### config.mk
export PLATFORM = sky130hd
export DESIGN_NAME = crc_checked_bearing_frame_receiver_flat
export DESIGN_NICKNAME = d
export VERILOG_FILES = /design/src/rtl/crcbr_pkg.sv /design/src/rtl/crcbr_if.sv /design/src/rtl/crcbr_front.sv /design/src/rtl/crcbr_queue.sv /design/src/rtl/crcbr_back.sv /design/src/rtl/crc_checked_bearing_frame_receiver.sv /design/src/flat_wrapper.sv
export SDC_FILE = /design/constraint.sdc
export NUM_CORES = 1
export LEC_CHECK = 0
export BUFFER_PORTS_ARGS = -buffer_cell sky130_fd_sc_hd__buf_2
export CAP_MARGIN = 25
export CORE_MARGIN = 5
export CORE_UTILIZATION = 25
export CTS_CLUSTER_DIAMETER = 30
export DETAILED_ROUTE_END_ITERATION = 10
export HOLD_SLACK_MARGIN = 0.06
export PLACE_DENSITY = 0.44
export RECOVER_POWER = 50
export SETUP_SLACK_MARGIN = 0.2
export SLEW_MARGIN = 20
export SYNTH_ARGS = -nofsm -noshare
export SYNTH_HDL_FRONTEND = slang
export SYNTH_SLANG_ARGS = --single-unit
### constraint.sdc
create_clock -name clk -period 3.68 [get_ports clk]
set_input_delay 0.184 -clock clk [delete_from_list [all_inputs] [get_ports clk]]
set_output_delay 0.184 -clock clk [all_outputs]
set_load 0.005 [all_outputs]
### src/rtl/crcbr_pkg.sv
// Shared types, constants and the CRC byte step for the bearing frame receiver.
// No dependencies; every other file in rtl/ depends on this package.

package crcbr_pkg;

    localparam int BYTE_W  = 8;
    localparam int CRC_W   = 16;
    localparam int ANGLE_W = 16;
    localparam int FREQ_W  = 8;
    localparam int POS_W   = 4;

    // Depth of the queue between the frame front end and the result stage
    localparam int QUEUE_DEPTH = 2;

    localparam logic [CRC_W-1:0] CRC_POLY = 16'h8005;

    // Byte positions within a 9-byte frame
    localparam logic [POS_W-1:0] POS_FIRST    = 4'd0;
    localparam logic [POS_W-1:0] POS_ANGLE_HI = 4'd2;
    localparam logic [POS_W-1:0] POS_ANGLE_LO = 4'd3;
    localparam logic [POS_W-1:0] POS_NEAR     = 4'd4;
    localparam logic [POS_W-1:0] POS_FREQ     = 4'd5;
    localparam logic [POS_W-1:0] POS_CRC_BYTES = 4'd7;
    localparam logic [POS_W-1:0] POS_CRC_HIGH = 4'd7;
    localparam logic [POS_W-1:0] POS_LAST     = 4'd8;

    localparam logic [BYTE_W-1:0] NEAR_CODE = 8'd1;

    // Summary of one completed frame, handed from the front end to the back end
    typedef struct packed {
        logic               crc_ok;
        logic [ANGLE_W-1:0] angle;
        logic               near;
        logic [FREQ_W-1:0]  freq;
    } frame_sum_t;

    // Shift one byte MSB first into the CRC register, no augmentation
    function automatic logic [CRC_W-1:0] crc_feed_byte(
        input logic [CRC_W-1:0]  crc,
        input logic [BYTE_W-1:0] data
    );
        logic [CRC_W-1:0] r;
        logic             top;
        r = crc;
        for (int k = 0; k < BYTE_W; k++)
        begin
            top = r[CRC_W-1];
            r   = {r[CRC_W-2:0], data[BYTE_W-1-k]};
            if (top)
            begin
                r = r ^ CRC_POLY;
            end
        end
        return r;
    endfunction

endpackage

### src/rtl/crcbr_if.sv
// Valid/ready channel interfaces: received bytes in, frame results out.
// Depends on crcbr_pkg for field widths.

interface crcbr_byte_if;
    logic                           valid;
    logic                           ready;
    logic [crcbr_pkg::BYTE_W-1:0]   rx_byte;

    modport source (output valid, output rx_byte, input ready);
    modport sink   (input valid, input rx_byte, output ready);
endinterface

interface crcbr_result_if;
    logic                           valid;
    logic                           ready;
    logic                           crc_ok;
    logic [crcbr_pkg::ANGLE_W-1:0]  bearing_angle;
    logic                           source_near;
    logic [crcbr_pkg::FREQ_W-1:0]   ping_frequency;

    modport source (output valid, output crc_ok, output bearing_angle,
                    output source_near, output ping_frequency, input ready);
    modport sink   (input valid, input crc_ok, input bearing_angle,
                    input source_near, input ping_frequency, output ready);
endinterface

### src/rtl/crcbr_front.sv
// Front end: counts bytes into frames, runs the CRC and captures frame fields.
// Depends on crcbr_pkg and crcbr_if; pushes one summary per frame to the queue.

module crcbr_front (
    input  logic                  clk,
    input  logic                  rst_n,
    crcbr_byte_if.sink            rx,
    input  logic                  q_full,
    output logic                  push,
    output crcbr_pkg::frame_sum_t push_data
);
    import crcbr_pkg::*;

    logic [POS_W-1:0]   pos_reg,        pos_next;
    logic [CRC_W-1:0]   crc_reg,        crc_next;
    logic [ANGLE_W-1:0] angle_reg,      angle_next;
    logic               near_reg,       near_next;
    logic [FREQ_W-1:0]  freq_reg,       freq_next;
    logic [BYTE_W-1:0]  crc_high_reg,   crc_high_next;

    logic [POS_W-1:0]   pos;
    logic               accept;
    logic               at_last;

    // Out-of-range count restarts a frame
    assign pos     = (pos_reg > POS_LAST) ? POS_FIRST : pos_reg;
    assign at_last = (pos == POS_LAST);

    // Stall only the frame-ending byte when the queue has no room
    assign rx.ready = !at_last || !q_full;
    assign accept   = rx.valid && rx.ready;
    assign push     = accept && at_last;

    assign push_data.crc_ok = (crc_reg == {crc_high_reg, rx.rx_byte});
    assign push_data.angle  = angle_reg;
    assign push_data.near   = near_reg;
    assign push_data.freq   = freq_reg;

    always_comb
    begin
        pos_next      = pos_reg;
        crc_next      = crc_reg;
        angle_next    = angle_reg;
        near_next     = near_reg;
        freq_next     = freq_reg;
        crc_high_next = crc_high_reg;
        if (accept)
        begin
            if (pos < POS_CRC_BYTES)
            begin
                crc_next = crc_feed_byte(crc_reg, rx.rx_byte);
            end
            case (pos)
                POS_ANGLE_HI: angle_next    = {rx.rx_byte, angle_reg[BYTE_W-1:0]};
                POS_ANGLE_LO: angle_next    = {angle_reg[ANGLE_W-1:BYTE_W], rx.rx_byte};
                POS_NEAR:     near_next     = (rx.rx_byte == NEAR_CODE);
                POS_FREQ:     freq_next     = rx.rx_byte;
                POS_CRC_HIGH: crc_high_next = rx.rx_byte;
                default:      ;
            endcase
            if (at_last)
            begin
                pos_next = POS_FIRST;
                crc_next = '0;
            end
            else
            begin
                pos_next = pos + 1'b1;
            end
        end
    end

    always_ff @(posedge clk or negedge rst_n)
    begin
        if (!rst_n)
        begin
            pos_reg      <= POS_FIRST;
            crc_reg      <= '0;
            angle_reg    <= '0;
            near_reg     <= 1'b0;
            freq_reg     <= '0;
            crc_high_reg <= '0;
        end
        else
        begin
            pos_reg      <= pos_next;
            crc_reg      <= crc_next;
            angle_reg    <= angle_next;
            near_reg     <= near_next;
            freq_reg     <= freq_next;
            crc_high_reg <= crc_high_next;
        end
    end

`ifndef ASSERT_OFF
    a_frame_restart: assert property (@(posedge clk) disable iff (!rst_n)
        push |=> (pos_reg == POS_FIRST) && (crc_reg == '0))
        else $error("front end did not restart after frame end");
`endif

endmodule

### src/rtl/crcbr_queue.sv
// Short queue of frame summaries between the front end and the result stage.
// Depends on crcbr_pkg for the summary type.

module crcbr_queue #(
    parameter int DEPTH = crcbr_pkg::QUEUE_DEPTH
) (
    input  logic                  clk,
    input  logic                  rst_n,
    input  logic                  push,
    input  crcbr_pkg::frame_sum_t push_data,
    output logic                  full,
    input  logic                  pop,
    output logic                  head_valid,
    output crcbr_pkg::frame_sum_t head
);
    import crcbr_pkg::*;

    localparam int IDX_W = $clog2(DEPTH);
    localparam int CNT_W = $clog2(DEPTH + 1);

    frame_sum_t        mem [DEPTH];
    logic [IDX_W-1:0]  wr_ptr_reg, wr_ptr_next;
    logic [IDX_W-1:0]  rd_ptr_reg, rd_ptr_next;
    logic [CNT_W-1:0]  count_reg,  count_next;
    logic              do_push, do_pop;

    assign full       = (count_reg == CNT_W'(DEPTH));
    assign head_valid = (count_reg != '0);
    assign head       = mem[rd_ptr_reg];
    assign do_push    = push && !full;
    assign do_pop     = pop && head_valid;

    always_comb
    begin
        wr_ptr_next = wr_ptr_reg;
        rd_ptr_next = rd_ptr_reg;
        count_next  = count_reg;
        if (do_push)
        begin
            wr_ptr_next = (wr_ptr_reg == IDX_W'(DEPTH - 1)) ? '0 : wr_ptr_reg + 1'b1;
        end
        if (do_pop)
        begin
            rd_ptr_next = (rd_ptr_reg == IDX_W'(DEPTH - 1)) ? '0 : rd_ptr_reg + 1'b1;
        end
        if (do_push && !do_pop)
        begin
            count_next = count_reg + 1'b1;
        end
        else if (do_pop && !do_push)
        begin
            count_next = count_reg - 1'b1;
        end
    end

    always_ff @(posedge clk)
    begin
        if (do_push)
        begin
            mem[wr_ptr_reg] <= push_data;
        end
    end

    always_ff @(posedge clk or negedge rst_n)
    begin
        if (!rst_n)
        begin
            wr_ptr_reg <= '0;
            rd_ptr_reg <= '0;
            count_reg  <= '0;
        end
        else
        begin
            wr_ptr_reg <= wr_ptr_next;
            rd_ptr_reg <= rd_ptr_next;
            count_reg  <= count_next;
        end
    end

`ifndef ASSERT_OFF
    a_no_overflow: assert property (@(posedge clk) disable iff (!rst_n)
        push |-> !full)
        else $error("summary pushed into a full queue");

    a_count_bound: assert property (@(posedge clk) disable iff (!rst_n)
        count_reg <= CNT_W'(DEPTH))
        else $error("queue count beyond depth");
`endif

endmodule

### src/rtl/crcbr_back.sv
// Result stage: updates the held bearing values and drives the result register.
// Depends on crcbr_pkg and crcbr_if; pops frame summaries from the queue.

module crcbr_back (
    input  logic                  clk,
    input  logic                  rst_n,
    input  logic                  head_valid,
    input  crcbr_pkg::frame_sum_t head,
    output logic                  pop,
    crcbr_result_if.source        tx
);
    import crcbr_pkg::*;

    logic [ANGLE_W-1:0] held_angle_reg, held_angle_next;
    logic               held_near_reg,  held_near_next;
    logic [FREQ_W-1:0]  held_freq_reg,  held_freq_next;
    logic               out_valid_reg,  out_valid_next;
    logic               out_ok_reg;

    // Advance when the result register is empty or being taken
    assign pop = head_valid && (!out_valid_reg || tx.ready);

    always_comb
    begin
        held_angle_next = held_angle_reg;
        held_near_next  = held_near_reg;
        held_freq_next  = held_freq_reg;
        out_valid_next  = out_valid_reg && !tx.ready;
        if (pop)
        begin
            out_valid_next = 1'b1;
            if (head.crc_ok)
            begin
                held_angle_next = head.angle;
                held_near_next  = head.near;
                held_freq_next  = head.freq;
            end
        end
    end

    always_ff @(posedge clk or negedge rst_n)
    begin
        if (!rst_n)
        begin
            held_angle_reg <= '0;
            held_near_reg  <= 1'b0;
            held_freq_reg  <= '0;
            out_valid_reg  <= 1'b0;
        end
        else
        begin
            held_angle_reg <= held_angle_next;
            held_near_reg  <= held_near_next;
            held_freq_reg  <= held_freq_next;
            out_valid_reg  <= out_valid_next;
        end
    end

    always_ff @(posedge clk)
    begin
        if (pop)
        begin
            out_ok_reg <= head.crc_ok;
        end
    end

    // Held values update only on pop, so they double as the result payload
    assign tx.valid          = out_valid_reg;
    assign tx.crc_ok         = out_ok_reg;
    assign tx.bearing_angle  = held_angle_reg;
    assign tx.source_near    = held_near_reg;
    assign tx.ping_frequency = held_freq_reg;

`ifndef ASSERT_OFF
    a_good_frame_latched: assert property (@(posedge clk) disable iff (!rst_n)
        (pop && head.crc_ok) |=> (held_angle_reg == $past(head.angle))
                                 && (held_freq_reg == $past(head.freq)))
        else $error("good frame did not update held values");
`endif

endmodule

### src/rtl/crc_checked_bearing_frame_receiver.sv
// Top level of the CRC-checked bearing frame receiver.
// Depends on crcbr_pkg, crcbr_if, crcbr_front, crcbr_queue and crcbr_back.
//
// Usage:
//   rx carries one received byte per transaction. Frames are 9 bytes, counted
//   from reset with no resynchronization: bytes 0-6 feed a CRC-16 (poly
//   0x8005, MSB first, zero start), bytes 7-8 hold the expected CRC, high
//   byte first. Bytes 2-3 are the angle, byte 4 the near code, byte 5 the
//   frequency.
//   tx carries one result transaction per frame: crc_ok plus the angle, near
//   flag and frequency of the last frame whose CRC matched.
// Throughput: one byte per cycle while rx is ready; the CRC step over a
//   whole byte is done in the front end in the cycle the byte is accepted.
// Path: the ninth byte's summary enters the queue at the accepting edge, then
//   moves into the result register when the result stage pops it.
// Stalls: while tx is held off, the queue absorbs finished frames; rx drops
//   ready only for a frame-ending byte when the queue is full.
// Reset: byte counter, CRC, held values and all valid state clear to zero;
//   the next byte after reset is byte 0 of a frame.

module crc_checked_bearing_frame_receiver #(
    parameter int QUEUE_DEPTH = crcbr_pkg::QUEUE_DEPTH
) (
    input  logic           clk,
    input  logic           rst_n,
    crcbr_byte_if.sink     rx,
    crcbr_result_if.source tx
);
    import crcbr_pkg::*;

    logic       q_full;
    logic       push;
    frame_sum_t push_data;
    logic       pop;
    logic       head_valid;
    frame_sum_t head;

    // Classify bytes and check the CRC
    crcbr_front u_front (
        .clk       (clk),
        .rst_n     (rst_n),
        .rx        (rx),
        .q_full    (q_full),
        .push      (push),
        .push_data (push_data)
    );

    // Decouple byte intake from result delivery
    crcbr_queue #(
        .DEPTH (QUEUE_DEPTH)
    ) u_queue (
        .clk        (clk),
        .rst_n      (rst_n),
        .push       (push),
        .push_data  (push_data),
        .full       (q_full),
        .pop        (pop),
        .head_valid (head_valid),
        .head       (head)
    );

    // Update held values and present results
    crcbr_back u_back (
        .clk        (clk),
        .rst_n      (rst_n),
        .head_valid (head_valid),
        .head       (head),
        .pop        (pop),
        .tx         (tx)
    );

endmodule
### src/flat_wrapper.sv
// flat-port wrapper written by rule: the top's interface ports become plain ports
module crc_checked_bearing_frame_receiver_flat import crcbr_pkg::*;
#(
    parameter int QUEUE_DEPTH = crcbr_pkg::QUEUE_DEPTH
)
  (clk, rst_n, rx_valid, rx_rx_byte, rx_ready, tx_valid, tx_crc_ok, tx_bearing_angle, tx_source_near, tx_ping_frequency, tx_ready);
  crcbr_byte_if rx_i ();
  crcbr_result_if tx_i ();
  input  logic clk;
  input  logic rst_n;
  input wire logic [$bits(rx_i.valid)-1:0] rx_valid;
  input wire logic [$bits(rx_i.rx_byte)-1:0] rx_rx_byte;
  output wire logic [$bits(rx_i.ready)-1:0] rx_ready;
  output wire logic [$bits(tx_i.valid)-1:0] tx_valid;
  output wire logic [$bits(tx_i.crc_ok)-1:0] tx_crc_ok;
  output wire logic [$bits(tx_i.bearing_angle)-1:0] tx_bearing_angle;
  output wire logic [$bits(tx_i.source_near)-1:0] tx_source_near;
  output wire logic [$bits(tx_i.ping_frequency)-1:0] tx_ping_frequency;
  input wire logic [$bits(tx_i.ready)-1:0] tx_ready;
  assign rx_i.valid = rx_valid;
  assign rx_i.rx_byte = rx_rx_byte;
  assign rx_ready = rx_i.ready;
  assign tx_valid = tx_i.valid;
  assign tx_crc_ok = tx_i.crc_ok;
  assign tx_bearing_angle = tx_i.bearing_angle;
  assign tx_source_near = tx_i.source_near;
  assign tx_ping_frequency = tx_i.ping_frequency;
  assign tx_i.ready = tx_ready;
  crc_checked_bearing_frame_receiver #(.QUEUE_DEPTH(QUEUE_DEPTH)) u_core (.clk(clk), .rst_n(rst_n), .rx(rx_i), .tx(tx_i));
endmodule
==> results of run 1 <==
cells by family after synthesis:
| kind of cell | Yosys count |
|---|---|
| flops | 136 |
| mux | 83 |
| xor+xnor | 42 |
| simple gates | 36 |
| compound gates | 28 |
| buf+inv | 28 |
| fa+ha+maj | 5 |
per-layer routing:
| layer | vias up | wire [microns] | track usage [%] |
|---|---|---|---|
| met2 | 40 | 5630 | 15.0 |
| li1 | 1392 | - | - |
| met5 | - | 0 | 0 |
| met3 | 7 | 294 | 2.81 |
| met4 | 0 | 145 | 3.52 |
| met1 | 1535 | 5480 | 12.2 |
final cells by class:
cell class / instances / share of cell area (%)
clock inverters: 11 / 2.19
clock buffers: 21 / 6.55
flip-flops and latches: 136 / 54.5
inverters: 7 / 0.391
multi-input cells: 194 / 27.5
well taps: 285 / 5.30
repair buffers: 48 / 3.57
placed cells by master (no fill, tap or decap), drive strengths merged, types with 6 or more instances in the layout:
cell    instances
dfrtp          83
mux2           83
edfxtp         53
clkbuf         41
xnor2          33
buf            26
a22o           16
inv             8
nand2           6
xor2            6
clkinv          6
metrics by stage:
step                setup slack, ns  power (W)  hold WS (ns)  area (sq um)
finish                         1.42    0.00586         0.111          6730
floorplan                      1.08    0.00376        -0.112          5640
CTS                            1.37    0.00599        0.0977          6760
global route                  0.971    0.00623         0.124          6730
global placement               1.41    0.00424         0.311          6150
detailed placement             1.38    0.00427         0.324          6150
where the power goes:
| group | internal (W) | switching [W] |
|---|---|---|
| Clock | 0.00107 | 0.000616 |
| Sequential | 0.00212 | 0.000376 |
| Combinational | 0.00101 | 0.000678 |
| Total | 0.00419 | 0.00167 |
final timing paths:
check,depth (start not counted),from,endpoint
hold reg to reg,0,u_core.u_front.freq_reg[6],u_core.u_queue.mem[1][6]
max in group asynchronous,3,rst_n,u_core.u_front.angle_reg[5]
min in group asynchronous,2,rst_n,u_core.u_front.crc_reg[15]
setup reg to reg,5,u_core.u_queue.count_reg[0],u_core.u_back.tx.ping_frequency[7]
hold / removal,2,rx_valid,u_core.u_front.pos_reg[0]
setup / recovery,8,tx_ready,u_core.u_back.tx.ping_frequency[7]
==> impl_metrics.env, run 1 <==
export IMPL_placedCellCount=668
export IMPL_hold_path_class="in -> reg"
export IMPL_grt_pass1_vias=3155
export IMPL_p_per_area_nw_per_um2=871
export IMPL_numClockSinks=136
export IMPL_drcViolationCount=0
export IMPL_synthArstFlopShare_pct=61.0
export IMPL_diodes=0
export IMPL_ios=40
export IMPL_route_vias_total=2974
export IMPL_coreArea_sq_um=22400
export IMPL_peakVddDrop_mv=0.548
export IMPL_layout_drive_gt1_share_pct=34.8
export IMPL_grt_usage_pct=9.44
export IMPL_seq_area_frac_synth_pct=65.0
export IMPL_stdcell_count=702
export IMPL_hpwl_mm=7.51
export IMPL_slowest_delay_ns=0.73
export IMPL_fp_dieH_microns=160
export IMPL_htreeDepth=4
export IMPL_numCtsBuffers=17
export IMPL_path_cells="dlygate4sd3_1 -> buf_2 -> nand2b_1 -> o21ai_0 -> clkbuf_1 -> nor2b_2 -> buf_4 -> mux2_2"
export IMPL_hold_viol=0
export IMPL_grt_start_max_net_pins=56
export IMPL_syn2layout_area_growth_pct=19.3
export IMPL_synth_xor_area_share_pct=7.32
export IMPL_synth_edf_count=53
export IMPL_finalNetCount=421
export IMPL_synth_top_family_by_area="multiplexers"
export IMPL_routed_wl_mm=11.5
export IMPL_path_class="in -> reg"
export IMPL_port_buffer_count=39
export IMPL_status="finished with violations"
export IMPL_crit_family="buffers and inverters"
export IMPL_synth_ff_type="dfrtp_1"
export IMPL_max_cap_viol_count=1
export IMPL_antenna_found_initial=0
export IMPL_fmax_mhz=442
export IMPL_cts_root_buf="clkbuf_16"
export IMPL_cts_buffer_depth=2
export IMPL_startpoint_type="primary input"
export IMPL_muxShareOfSynthArea_pct=16.6
export IMPL_dr_pass1_iters=4
export IMPL_leakagePower_nw=2.63
export IMPL_die_area_sq_um=25700
export IMPL_largest_register_ffs=52
export IMPL_start_util_pct=25.1
export IMPL_synth_area_sq_um=5640
export IMPL_yosysTopAreaCell="dfrtp_1"
export IMPL_path_max_fanout=15
export IMPL_arrival_ns=2.56
export IMPL_required_ns=3.98
export IMPL_cp_slowest_cell="nor2b_2"
export IMPL_multi_input_area_sq_um=1850
export IMPL_seq_area_sq_um=3670
export IMPL_via_per_inst=4.24
export IMPL_worst_slew_pin_slew_ns=1.50
export IMPL_synth_cell_types=40
export IMPL_slew_viol_final=0
export IMPL_tns_ns=0
export IMPL_post_route_util_pct=30.0
export IMPL_violations="max-capacitance violations"
export IMPL_cts_tree="built"
export IMPL_setup_viol=0
export IMPL_regMostFlops="u_core.u_queue.mem"
export IMPL_synth_most_common_cell="dfrtp_1"
export IMPL_cts_resized=0
export IMPL_wire_per_inst_microns=16.5
export IMPL_synthTopCellsByCount="dfrtp_1, mux2_2, edfxtp_1"
export IMPL_syn_inst=358
export IMPL_maxSlewHeadroom_pct=0.0567
export IMPL_fin_crit_sh_pct=61.5
export IMPL_grt_pass1_wl_mm=18.5
export IMPL_synth_compound_area_share_pct=3.99
export IMPL_clkTransAtPathRegs_ns=0.06
export IMPL_rsz0062_at_grt="no"
export IMPL_syn_nets=375
export IMPL_drtAntennaViolNets=0
export IMPL_synth_area_leaders="dfrtp_1, edfxtp_1, mux2_2"
export IMPL_dieWidth_microns=160
export IMPL_cts_hold_buf=2
export IMPL_overflow=0
export IMPL_clk_latency_ns=0.41
export IMPL_synth_top_area_share_pct=36.8
export IMPL_finalCriticalPeriod_ns=2.26
export IMPL_ys_warn_count=0
export IMPL_avgSynthCellArea_sq_um=15.8
export IMPL_rows=55
export IMPL_ys_seq_elements=136
export IMPL_cts_setup_buffers=0
export IMPL_synth_simple_area_share_pct=3.68
export IMPL_endpoint_kind="register"
export IMPL_synthAdderAreaFrac_pct=1.11
export IMPL_fillers=2251
export IMPL_drt_iter0_markers=147
export IMPL_finalClockSkew_ns=0.0105
export IMPL_timing_critical_path_buf_inv=4
export IMPL_gp_congestion=0.760
export IMPL_rrSetupSlack_ns=1.46
No activity file was read; power rests on OpenSTA's default activity.
==> run 2: changes to the inputs <==
clock period = 2.2 ns   (was 3.68 ns; I/O delays follow)
==> run 2 against run 1 <==
The flow now finishes without violations. Critical path depth decreased by 3. Setup slack got worse by 1.2 ns. First-iteration DRC count increased by 37%. Total power increased by 73%. Global-route usage increased by 0.65 points. Design area increased by 3.7%. Critical path type is now reg -> out.
==> impl_metrics.env, run 2 (same netlist as run 1, synthesis figures left out) <==
export IMPL_hold_viol=0
export IMPL_via_per_inst=4.33
export IMPL_rows=55
export IMPL_diodes=0
export IMPL_grt_usage_pct=10.1
export IMPL_route_vias_total=3082
export IMPL_p_per_area_nw_per_um2=1450
export IMPL_grt_pass1_wl_mm=19.5
export IMPL_leakagePower_nw=2.74
export IMPL_drtAntennaViolNets=0
export IMPL_crit_start="u_core.u_front.pos_reg[1]"
export IMPL_start_util_pct=25.1
export IMPL_placedCellCount=672
export IMPL_syn2layout_area_growth_pct=23.6
export IMPL_drcViolationCount=0
export IMPL_drt_iter0_markers=202
export IMPL_critPathCapture="rx_ready"
export IMPL_finalCriticalPeriod_ns=1.95
export IMPL_cts_root_buf="clkbuf_16"
export IMPL_fillers=2236
export IMPL_grt_pass1_vias=3242
export IMPL_antenna_found_initial=0
export IMPL_place_area_sq_um=6210
export IMPL_finalClockSkew_ns=0.00966
export IMPL_clkTransAtPathRegs_ns=0.06
export IMPL_power_switching_w=0.00289
export IMPL_stdcell_count=712
export IMPL_p_sw_share_pct=28.5
export IMPL_pwr_share_clk_pct=29.2
export IMPL_gp_congestion=0.824
export IMPL_port_buffer_count=39
export IMPL_die_area_sq_um=25700
export IMPL_dp_slack_ns=-0.0151
export IMPL_p_int_w=0.00725
export IMPL_regMostFlops="u_core.u_queue.mem"
export IMPL_overflow=0
export IMPL_htreeDepth=4
export IMPL_endpoint_kind="output port"
export IMPL_setup_viol=0
export IMPL_startpoint_type="register"
export IMPL_r2r_start="u_core.u_front.pos_reg[1]"
export IMPL_cts_buffer_depth=2
export IMPL_required_ns=2.09
export IMPL_finalNetCount=431
export IMPL_post_route_util_pct=31.1
export IMPL_worstHoldPathCells=2
export IMPL_path_class="reg -> out"
export IMPL_maxSlewHeadroom_pct=22.6
export IMPL_cts_tree="built"
export IMPL_finalInstanceArea_sq_um=6980
export IMPL_grt_start_max_net_pins=43
export IMPL_r2r_end="u_core.u_queue.mem[0][10]"
export IMPL_hpwl_mm=7.71
export IMPL_coreArea_sq_um=22400
export IMPL_clk_latency_ns=0.42
export IMPL_worst_slew_pin_slew_ns=1.16
export IMPL_fp_dieH_microns=160
export IMPL_max_cap_viol_count=0
export IMPL_routed_wl_mm=12.4
export IMPL_hold_slack_ns=0.116
export IMPL_final_common_cell="mux2_2"
export IMPL_path_max_fanout=6
export IMPL_rsz0062_at_grt="yes"
export IMPL_final_cell_mix="mux2_2, dfrtp_1, edfxtp_1, xnor2_1, buf_2"
export IMPL_rrSetupSlack_ns=0.25
export IMPL_dr_pass1_iters=4
export IMPL_power_frac_seq_pct=41.5
export IMPL_slew_viol_final=0
export IMPL_numClockSinks=136
export IMPL_largest_register_ffs=52
export IMPL_fmax_mhz=512
export IMPL_arrival_ns=1.84
export IMPL_power_frac_comb_pct=29.3
export IMPL_reg2regPathDepth=7
export IMPL_fin_crit_sh_pct=88.8
export IMPL_wire_per_inst_microns=17.4
export IMPL_status="finished, final reports clean"
export IMPL_numCtsBuffers=17
export IMPL_ios=40
export IMPL_hold_path_class="in -> reg"
export IMPL_layout_drive_gt1_share_pct=42.2
export IMPL_dieWidth_microns=160
export IMPL_layout_setup_ws_ns=0.246
export IMPL_peakVddDrop_mv=0.770
-- run 2: worst max-delay path, cell delays in order (launching register included) --
cell	delay, ns
dfrtp_2	0.46
nor4b_4	0.33
buf_4	0.17
nand2_2	0.08
or2_4	0.26
buf_2	0.14
-- run 2: layout make-up --
cell class / instances / area (sq um) / area share, %
Clock inverter: 10 / 139 / 1.99
Timing Repair Buffer: 57 / 349 / 5.00
Inverter: 7 / 26.3 / 0.377
Multi-Input combinational cell: 195 / 1950 / 27.9
Tap cell: 285 / 357 / 5.11
Sequential cell: 136 / 3670 / 52.7
Clock buffer: 22 / 484 / 6.94
-- run 2: worst min-delay path by stage --
stage / start / end / slack (ns)
CTS: rx_rx_byte[6] / u_core.u_front.angle_reg[6] / 0.09
finish: rx_rx_byte[3] / u_core.u_front.crc_high_reg[3] / 0.12
global placement: rst_n / u_core.u_front.crc_reg[1] / 0.15
floorplan: rst_n / u_core.u_back.tx.bearing_angle[0] / -0.19
detailed placement: rst_n / u_core.u_front.crc_reg[5] / 0.16
global route: rx_rx_byte[6] / u_core.u_front.freq_reg[6] / 0.10
-- run 2: metal layers --
layer / track usage (%) / part of all wire (%)
met3: 3.69 / 3.7
met4: 3.25 / 1.6
met2: 16.2 / 49
met5: 0 / 0
met1: 12.7 / 46
-- run 2: power groups by stage --
| stage | logic, W | registers, W | clock network [W] |
|---|---|---|---|
| after floorplan | 0.00225 | 0.00403 | 0 |
| after global placement | 0.00290 | 0.00419 | 0 |
| after detailed placement | 0.00294 | 0.00422 | 0 |
| after CTS | 0.00300 | 0.00419 | 0.00307 |
| after global routing | 0.00330 | 0.00432 | 0.00318 |
| final | 0.00297 | 0.00421 | 0.00297 |
-- run 2: stage by stage --
| step | TNS, ns | total power, W |
|---|---|---|
| finish | 0 | 0.0101 |
| global route | 0 | 0.0108 |
| CTS | 0 | 0.0103 |
| detailed placement | -0.0151 | 0.00717 |
| global placement | 0 | 0.00709 |
| floorplan | 0 | 0.00629 |
-- run 2: timing repair --
action / in CTS / in global routing
hold endpoints to repair: 44 / 0
endpoints found under the setup margin: 51 / 72
hold buffers: 3 / 0
gates resized for setup: 6 / 15
buffers inserted: 3 / 1
cloned: 1 / 0
pin swaps: 1 / 1
